==> src/design/pcrl_pkg.sv <==
package pcrl_pkg;

  localparam int unsigned TableEntries = 16;
  localparam int unsigned IdxW = (TableEntries > 1) ? $clog2(TableEntries) : 1;
  localparam int unsigned CntW = $clog2(TableEntries + 1);
  localparam int unsigned AddrW = 32;
  localparam int unsigned TimeW = 32;
  localparam int unsigned CoolW = 16;
  localparam int unsigned EntryW = 2 * AddrW + TimeW;
  localparam logic [CoolW-1:0] CooldownReset = CoolW'(1000);

  typedef enum logic [2:0] {
    OutDenied = 3'd0,
    OutKnown  = 3'd1,
    OutFree   = 3'd2,
    OutStale  = 3'd3,
    OutFull   = 3'd4
  } outcome_e;

  typedef struct packed {
    logic [AddrW-1:0] nb;
    logic [AddrW-1:0] dst;
    logic [TimeW-1:0] now;
  } req_t;

  typedef struct packed {
    logic     allowed;
    outcome_e outcome;
  } res_t;

endpackage

==> src/design/pair_cooldown_rate_limiter.sv <==
// pair cooldown rate limiter
// requests enter through a queue-style port: a transfer happens when push is
// high and full is low, carrying neighbour address, destination address and
// the current millisecond time. results leave the same way: while empty is
// low, allowed_o and outcome_o show the oldest result, taken when pop is high.
// cooldown is written through cfg_we_i / cfg_wdata_i; the user must write it
// only while idle, the block does not enforce this. a two-entry request queue
// feeds the lookup engine, which scans the pair table one entry per cycle out
// of a ram with one write and one read port and a registered read. one request
// is looked up at a time: the engine takes the next one only after its result
// has left for the result queue.
// reset clears the fill count, both queues and sets cooldown to 1000 ms;
// table contents are not cleared, only filled slots are ever read.
// when pop is held low the result queue fills, the engine waits with its
// result and the request queue then raises full.
module pair_cooldown_rate_limiter import pcrl_pkg::*; (
  input  logic             clk_i,
  input  logic             rst_ni,
  input  logic             push,
  output logic             full,
  input  logic [AddrW-1:0] neighbor_address_i,
  input  logic [AddrW-1:0] destination_address_i,
  input  logic [TimeW-1:0] time_ms_i,
  output logic             empty,
  input  logic             pop,
  output logic             allowed_o,
  output logic [2:0]       outcome_o,
  input  logic             cfg_we_i,
  input  logic [CoolW-1:0] cfg_wdata_i
);

  logic [CoolW-1:0] cooldown_q;
  req_t             req_in, req;
  logic             req_valid, req_ready;
  logic             res_valid, res_ready;
  res_t             res, res_head;

  always_ff @(posedge clk_i or negedge rst_ni) begin
    if (!rst_ni) begin
      cooldown_q <= CooldownReset;
    end else if (cfg_we_i) begin
      cooldown_q <= cfg_wdata_i;
    end
  end

  assign req_in = '{nb: neighbor_address_i, dst: destination_address_i, now: time_ms_i};

  pcrl_front u_front (
    .clk_i      (clk_i),
    .rst_ni     (rst_ni),
    .push_i     (push),
    .req_i      (req_in),
    .full_o     (full),
    .req_valid_o(req_valid),
    .req_o      (req),
    .req_ready_i(req_ready)
  );

  pcrl_back u_back (
    .clk_i      (clk_i),
    .rst_ni     (rst_ni),
    .cooldown_i (cooldown_q),
    .req_valid_i(req_valid),
    .req_i      (req),
    .req_ready_o(req_ready),
    .res_valid_o(res_valid),
    .res_o      (res),
    .res_ready_i(res_ready)
  );

  pcrl_resq u_resq (
    .clk_i      (clk_i),
    .rst_ni     (rst_ni),
    .res_valid_i(res_valid),
    .res_i      (res),
    .res_ready_o(res_ready),
    .empty_o    (empty),
    .res_o      (res_head),
    .pop_i      (pop)
  );

  assign allowed_o = res_head.allowed;
  assign outcome_o = res_head.outcome;

endmodule

==> src/design/pcrl_ram.sv <==
module pcrl_ram #(
  parameter int unsigned Width = 8,
  parameter int unsigned Depth = 16,
  parameter int unsigned AW = (Depth > 1) ? $clog2(Depth) : 1
) (
  input  logic             clk_i,
  input  logic             we_i,
  input  logic [AW-1:0]    waddr_i,
  input  logic [Width-1:0] wdata_i,
  input  logic             re_i,
  input  logic [AW-1:0]    raddr_i,
  output logic [Width-1:0] rdata_o
);

  logic [Width-1:0] mem [Depth];

  always_ff @(posedge clk_i) begin
    if (we_i) begin
      mem[waddr_i] <= wdata_i;
    end
    if (re_i) begin
      rdata_o <= mem[raddr_i];
    end
  end

endmodule

==> src/design/pcrl_front.sv <==
module pcrl_front import pcrl_pkg::*; (
  input  logic clk_i,
  input  logic rst_ni,
  input  logic push_i,
  input  req_t req_i,
  output logic full_o,
  output logic req_valid_o,
  output req_t req_o,
  input  logic req_ready_i
);

  req_t       slot_q [2];
  logic       wr_ptr_q, rd_ptr_q;
  logic [1:0] cnt_q;
  logic       wr_en, rd_en;

  assign full_o      = (cnt_q == 2'd2);
  assign req_valid_o = (cnt_q != 2'd0);
  assign req_o       = slot_q[rd_ptr_q];
  assign wr_en       = push_i && !full_o;
  assign rd_en       = req_valid_o && req_ready_i;

  always_ff @(posedge clk_i or negedge rst_ni) begin
    if (!rst_ni) begin
      wr_ptr_q <= 1'b0;
      rd_ptr_q <= 1'b0;
      cnt_q    <= 2'd0;
    end else begin
      if (wr_en) begin
        wr_ptr_q <= !wr_ptr_q;
      end
      if (rd_en) begin
        rd_ptr_q <= !rd_ptr_q;
      end
      case ({wr_en, rd_en})
        2'b10:   cnt_q <= cnt_q + 2'd1;
        2'b01:   cnt_q <= cnt_q - 2'd1;
        default: cnt_q <= cnt_q;
      endcase
    end
  end

  always_ff @(posedge clk_i) begin
    if (wr_en) begin
      slot_q[wr_ptr_q] <= req_i;
    end
  end

endmodule

==> src/design/pcrl_back.sv <==
module pcrl_back import pcrl_pkg::*; (
  input  logic             clk_i,
  input  logic             rst_ni,
  input  logic [CoolW-1:0] cooldown_i,
  input  logic             req_valid_i,
  input  req_t             req_i,
  output logic             req_ready_o,
  output logic             res_valid_o,
  output res_t             res_o,
  input  logic             res_ready_i
);

  typedef enum logic [1:0] {
    StIdle,
    StScan,
    StDone
  } state_e;

  state_e          state_q;
  req_t            req_q;
  logic [CntW-1:0] used_q;
  logic [CntW-1:0] issue_q;
  logic            cmp_vld_q;
  logic [IdxW-1:0] cmp_idx_q;
  logic            have_stale_q;
  logic [IdxW-1:0] stale_idx_q;
  logic            wr_q;
  logic [IdxW-1:0] wr_idx_q;
  res_t            res_q;

  logic             start, more, rd_en, we;
  logic [IdxW-1:0]  rd_addr;
  logic [EntryW-1:0] rdata;
  req_t             entry;
  logic [TimeW-1:0] elapsed;
  logic             hit, stale;

  assign start       = (state_q == StIdle) && req_valid_i;
  assign req_ready_o = start;
  assign more        = issue_q < used_q;
  assign rd_en       = (start && (used_q != '0)) || ((state_q == StScan) && more);
  assign rd_addr     = start ? '0 : issue_q[IdxW-1:0];
  assign res_valid_o = (state_q == StDone);
  assign res_o       = res_q;
  assign we          = res_valid_o && res_ready_i && wr_q;

  assign entry   = req_t'(rdata);
  assign elapsed = req_q.now - entry.now;
  assign hit     = (entry.nb == req_q.nb) && (entry.dst == req_q.dst);
  assign stale   = elapsed >= TimeW'(cooldown_i);

  pcrl_ram #(
    .Width(EntryW),
    .Depth(TableEntries)
  ) u_ram (
    .clk_i  (clk_i),
    .we_i   (we),
    .waddr_i(wr_idx_q),
    .wdata_i(req_q),
    .re_i   (rd_en),
    .raddr_i(rd_addr),
    .rdata_o(rdata)
  );

  always_ff @(posedge clk_i or negedge rst_ni) begin
    if (!rst_ni) begin
      state_q      <= StIdle;
      used_q       <= '0;
      issue_q      <= '0;
      cmp_vld_q    <= 1'b0;
      cmp_idx_q    <= '0;
      have_stale_q <= 1'b0;
      stale_idx_q  <= '0;
      wr_q         <= 1'b0;
      wr_idx_q     <= '0;
      res_q        <= '{allowed: 1'b0, outcome: OutDenied};
      req_q        <= '0;
    end else begin
      case (state_q)
        StIdle: begin
          if (req_valid_i) begin
            req_q <= req_i;
            if (used_q == '0) begin
              res_q    <= '{allowed: 1'b1, outcome: OutFree};
              wr_q     <= 1'b1;
              wr_idx_q <= '0;
              state_q  <= StDone;
            end else begin
              issue_q      <= CntW'(1);
              cmp_vld_q    <= 1'b1;
              cmp_idx_q    <= '0;
              have_stale_q <= 1'b0;
              state_q      <= StScan;
            end
          end
        end
        StScan: begin
          if (cmp_vld_q && hit) begin
            if (!stale) begin
              res_q <= '{allowed: 1'b0, outcome: OutDenied};
              wr_q  <= 1'b0;
            end else begin
              res_q    <= '{allowed: 1'b1, outcome: OutKnown};
              wr_q     <= 1'b1;
              wr_idx_q <= cmp_idx_q;
            end
            state_q <= StDone;
          end else if (cmp_vld_q) begin
            if (!have_stale_q && stale) begin
              have_stale_q <= 1'b1;
              stale_idx_q  <= cmp_idx_q;
            end
            cmp_vld_q <= more;
            cmp_idx_q <= issue_q[IdxW-1:0];
            if (more) begin
              issue_q <= issue_q + CntW'(1);
            end
          end else begin
            // scan finished without a match
            if (used_q < CntW'(TableEntries)) begin
              res_q    <= '{allowed: 1'b1, outcome: OutFree};
              wr_q     <= 1'b1;
              wr_idx_q <= used_q[IdxW-1:0];
            end else if (have_stale_q) begin
              res_q    <= '{allowed: 1'b1, outcome: OutStale};
              wr_q     <= 1'b1;
              wr_idx_q <= stale_idx_q;
            end else begin
              res_q <= '{allowed: 1'b1, outcome: OutFull};
              wr_q  <= 1'b0;
            end
            state_q <= StDone;
          end
        end
        StDone: begin
          if (res_ready_i) begin
            if (res_q.outcome == OutFree) begin
              used_q <= used_q + CntW'(1);
            end
            state_q <= StIdle;
          end
        end
        default: state_q <= StIdle;
      endcase
    end
  end

endmodule

==> src/design/pcrl_resq.sv <==
module pcrl_resq import pcrl_pkg::*; (
  input  logic clk_i,
  input  logic rst_ni,
  input  logic res_valid_i,
  input  res_t res_i,
  output logic res_ready_o,
  output logic empty_o,
  output res_t res_o,
  input  logic pop_i
);

  res_t       slot_q [2];
  logic       wr_ptr_q, rd_ptr_q;
  logic [1:0] cnt_q;
  logic       wr_en, rd_en;

  assign res_ready_o = (cnt_q != 2'd2);
  assign empty_o     = (cnt_q == 2'd0);
  assign res_o       = slot_q[rd_ptr_q];
  assign wr_en       = res_valid_i && res_ready_o;
  assign rd_en       = pop_i && !empty_o;

  always_ff @(posedge clk_i or negedge rst_ni) begin
    if (!rst_ni) begin
      wr_ptr_q <= 1'b0;
      rd_ptr_q <= 1'b0;
      cnt_q    <= 2'd0;
    end else begin
      if (wr_en) begin
        wr_ptr_q <= !wr_ptr_q;
      end
      if (rd_en) begin
        rd_ptr_q <= !rd_ptr_q;
      end
      case ({wr_en, rd_en})
        2'b10:   cnt_q <= cnt_q + 2'd1;
        2'b01:   cnt_q <= cnt_q - 2'd1;
        default: cnt_q <= cnt_q;
      endcase
    end
  end

  always_ff @(posedge clk_i) begin
    if (wr_en) begin
      slot_q[wr_ptr_q] <= res_i;
    end
  end

endmodule

==> config.mk <==
export PLATFORM = sky130hd
export DESIGN_NAME = pair_cooldown_rate_limiter
export DESIGN_NICKNAME = d
export VERILOG_FILES = /design/src/design/pcrl_pkg.sv /design/src/design/pair_cooldown_rate_limiter.sv /design/src/design/pcrl_ram.sv /design/src/design/pcrl_front.sv /design/src/design/pcrl_back.sv /design/src/design/pcrl_resq.sv
export SDC_FILE = /design/constraint.sdc
export NUM_CORES = 2
export LEC_CHECK = 0
export BUFFER_PORTS_ARGS = -buffer_cell sky130_fd_sc_hd__buf_4
export CORE_ASPECT_RATIO = 0.75
export CORE_UTILIZATION = 45
export DETAILED_ROUTE_END_ITERATION = 6
export PLACE_DENSITY_LB_ADDON = 0.05
export SETUP_SLACK_MARGIN = 0.4
export SYNTH_ARGS = -nofsm -noshare
export SYNTH_HDL_FRONTEND = slang
export SYNTH_SLANG_ARGS = --single-unit
==> constraint.sdc <==
create_clock -name clk_i -period 21.6 [get_ports clk_i]
set_clock_uncertainty 0.1 [all_clocks]
set_input_delay 2.16 -clock clk_i [delete_from_list [all_inputs] [get_ports clk_i]]
set_output_delay 2.16 -clock clk_i [all_outputs]
set_load 0.01 [all_outputs]
==> out/metrics.cfg <==
[global_routing]
track_usage_pct = 24.94
grt_max_degree = 154
grt_overflow = 0
grt_pass1_vias = 44597
grt_pass1_wl_mm = 322.8
antenna_found_initial = 2

[placement]
hpwlAfterDp_mm = 112.6
dp_cells = 7503
globalplace.congestion = 0.8181
portBuffers = 122

[route]
detail_route.wl_per_cell_um = 28.45
vias_per_cell = 5.883
vias = 46266
drc = 0
wl_mm = 223.8
drt_first_pass_iters = 5
ant_nets = 0
initialDrtViolationCount = 4347

[synth]
syn-mean-instance-area_sq_um = 15.11
synthSimpleGateAreaFrac_pct = 4.541
synth_top_family_by_area = compound AO/OA/AOI/OAI gates
ys_ff_latch = 1983
syn_area_sq_um = 79640
netlist_instances = 5270
ys_types = 68
synth_edf_count = 1832
synth-compound-area-share_pct = 9.846
syn-num-nets = 5444
ys_seq_area_share_pct = 73.83
synthMuxAreaShare_pct = 7.766
synthAdderAreaFrac_pct = 0.9050
synth-xor-area-share_pct = 1.122
async_flop_share_pct = 7.615
ys.flop_type = edfxtp_1
yosysWarningCount = 0

[sta]
grt_setup_unrepaired = false
finalHoldViolations = 0
maxSlewViolCount = 0
min_period_over_period_pct = 26.23
finalSetupViolCount = 0
tightest_slew_ps = 1344
slew_headroom_pct = 9.919
fin_crit_ps = 5666
fmax_ghz = 0.1765
finalSetupTns_ps = 0

[clock_network]
cts_resized = 0
clk_latency_ps = 810
cts_setup_buffers = 0
htreeDepth = 4
cts_tree = built
cts_hold_buf = 0
cts_sinks = 1983
clkTransAtPathRegs_ps = 60
clockBufferDepth = 3
root_buffer = clkbuf_16
numCtsBuffers = 193

[critical_path]
cp_top_family = compound AO/OA/AOI/OAI gates
r2r_start = u_back.req_q[4]
reg2reg_to = u_back.stale_idx_q[1]
worst_path_max_delay_cell = o41ai_1
crit_end = u_back.stale_idx_q[1]
worst-path-buf-inv = 0
path_cells = ha_1 > o211a_1 > o31a_1 > nor2b_1 > o41ai_1 > xor2_1 > ha_1 > a21o_1 > a21oi_1 > o221ai_1 > nor4_1 > o221ai_1 > nor2_1 > o2111ai_1 > nor4_4 > a211o_4 > mux2_4
cp.required_ps = 22180
end_kind = flip-flop
cp-startpoint = u_back.req_q[4]
critical_path.max_fanout = 18
cp_num_cells = 17
reg2reg_depth = 17
start_kind = flip-flop
arrival_ps = 6250
reg2reg_setup_slack_ps = 15930
path_class = flip-flop to flip-flop
cp_slowest_stage_delay_ps = 1070

[status]
outcome = finished, final reports clean

[pwr]
peakVddDrop_v = 0.0001340
power.density_nw_per_um2 = 145.7
leakage_nw = 31.42

[final_layout]
final_common_cell = edfxtp_1
drive_above_1_share_pct = 13.80
fill_cells = 14705
instances_no_fill = 7864
final_nets = 5510
final_cell_mix = 1832 x edfxtp_1, 621 x a21oi_1, 388 x mux2i_1, 351 x nand2_1, 244 x o21ai_0
finish.utilization_pct = 51.04
area_delta_synth_final_pct = 12.52

[run]
maxCapViolCount = 0

[die]
core_sq_um = 175600
num_rows = 133
ios = 123
start_util_pct = 45.36
die_x_um = 487.8
die-area_sq_um = 178700
die_h_um = 366.3

[worst_hold_path]
hold_class = flip-flop to flip-flop

[worst register-to-register path, cell delays in order (launching register included)]
cell,delay (ps)
dfrtp_1,570
ha_1,470
o211a_1,170
o31a_1,240
nor2b_1,130
o41ai_1,1070
xor2_1,150
ha_1,350
a21o_1,190
a21oi_1,160
o221ai_1,140
nor4_1,270
o221ai_1,160
nor2_1,110
o2111ai_1,230
nor4_4,460
a211o_4,270
mux2_4,300
[where the power goes]
group          leakage (nW)  total (mW)  switching, mW  internal [mW]
Sequential             18.6        5.72          0.598           5.12
Clock                  3.13        3.39           1.43           1.96
Combinational          9.73        3.94           2.68           1.26
Total                  31.4        13.1           4.71           8.34
[worst min-delay path by stage]
| stage | slack, ps | to | cells past startpoint | from |
|---|---|---|---|---|
| 3_5_place_dp | 380 | u_resq.wr_ptr_q | 1 | u_resq.wr_ptr_q |
| 2_1_floorplan | 340 | u_resq.slot_q[0][3] | 0 | u_back.res_o[3] |
| 4_1_cts | 390 | u_resq.wr_ptr_q | 1 | u_resq.wr_ptr_q |
| 3_3_place_gp | 380 | u_resq.wr_ptr_q | 1 | u_resq.wr_ptr_q |
| 5_1_grt | 410 | u_resq.wr_ptr_q | 1 | u_resq.wr_ptr_q |
| 6_report | 390 | u_resq.wr_ptr_q | 1 | u_resq.wr_ptr_q |
[Yosys cell counts (3+ instances only)]
master    number  area [sq um]
a21oi_1      621          3108
nor4_1        19         118.9
o211ai_1     101         758.2
edfxtp_1    1832         55010
o221ai_1       6         52.55
a22oi_1        6         45.04
xnor2_1       24         210.2
buf_1         37         138.9
dfstp_2        6         157.7
nand2_1      354          1329
and3_1       101         631.9
or3_1          4         25.02
o21ai_0      244          1221
dfrtp_1      145          3628
nor2b_1        6         37.54
mux2_2       199          2241
and2_1         4         25.02
nand2b_1      13         81.33
ha_1          56         700.7
mux2i_1      388          3884
inv_1         71         266.5
clkbuf_1     309          1160
a21o_1        14         105.1
mux2_4         4         60.06
nand4_1       14         87.58
a211o_1        3         26.28
nand3_1       15         75.07
a221oi_1      96         840.8
xor2_1        78         683.2
o22ai_1       96         600.6
a31oi_1        3         18.77
o31ai_1       97         728.2
nor3_1       105         525.5
o21a_1         6         45.04
nor2_1       147         551.8
[stage by stage]
step / setup WS [ps] / hold slack, ps / total power [mW] / instance area (sq um)
global placement: 16160 / 375.4 / 9.696 / 83240
CTS: 16120 / 392.0 / 13.11 / 89600
detailed placement: 16170 / 381.3 / 9.724 / 83240
global route: 15640 / 411.7 / 13.66 / 89600
finish: 15930 / 389.2 / 13.05 / 89610
floorplan: 13140 / 342.1 / 8.128 / 79640
[flip-flops by register name, summed over array words and instances (netlist names), 4 cells and up]
| register | count |
|---|---|
| u_back.u_ram.mem | 1536 |
| u_front.slot_q | 192 |
| u_back.req_q | 96 |
| u_back.u_ram.rdata_o | 96 |
| cooldown_q | 16 |
| u_resq.slot_q | 8 |
| u_back.issue_q | 5 |
| u_back.used_q | 5 |
| u_back.cmp_idx_q | 4 |
| u_back.res_o | 4 |
| u_back.stale_idx_q | 4 |
| u_back.wr_idx_q | 4 |
[layer usage]
| metal | vias up | GRT usage (%) | wire length (um) |
|---|---|---|---|
| li1 | 20511 | - | - |
| met4 | 0 | 4.799 | 3694 |
| met2 | 1453 | 37.53 | 99960 |
| met5 | - | 0 | 0 |
| met1 | 24045 | 38.60 | 107300 |
| met3 | 257 | 3.483 | 12820 |
[logic make-up (layout without fill, tap and decap cells)]
family / Yosys count / count (layout)
xor gates and xnor gates: 102 / 102
muxes: 591 / 591
adders and majority gates: 57 / 57
buffers and inverters: 421 / 652
AOI/OAI and AO/OA: 1322 / 1322
DFF: 1983 / 1983
and+or+nand+nor: 794 / 794
other: 0 / 1
[layout make-up]
class / instances / area [sq um] / share of cell area [%]
Multi-Input combinational cell: 2866 / 19430 / 21.68
Antenna cell: 1 / 2.502 / 0.002793
Timing Repair Buffer: 219 / 1752 / 1.955
Clock inverter: 71 / 648.1 / 0.7233
Inverter: 73 / 294.0 / 0.3281
Tap cell: 2362 / 2955 / 3.298
Clock buffer: 289 / 5712 / 6.374
Sequential cell: 1983 / 58810 / 65.64
No activity file was read; power rests on OpenSTA's default activity.
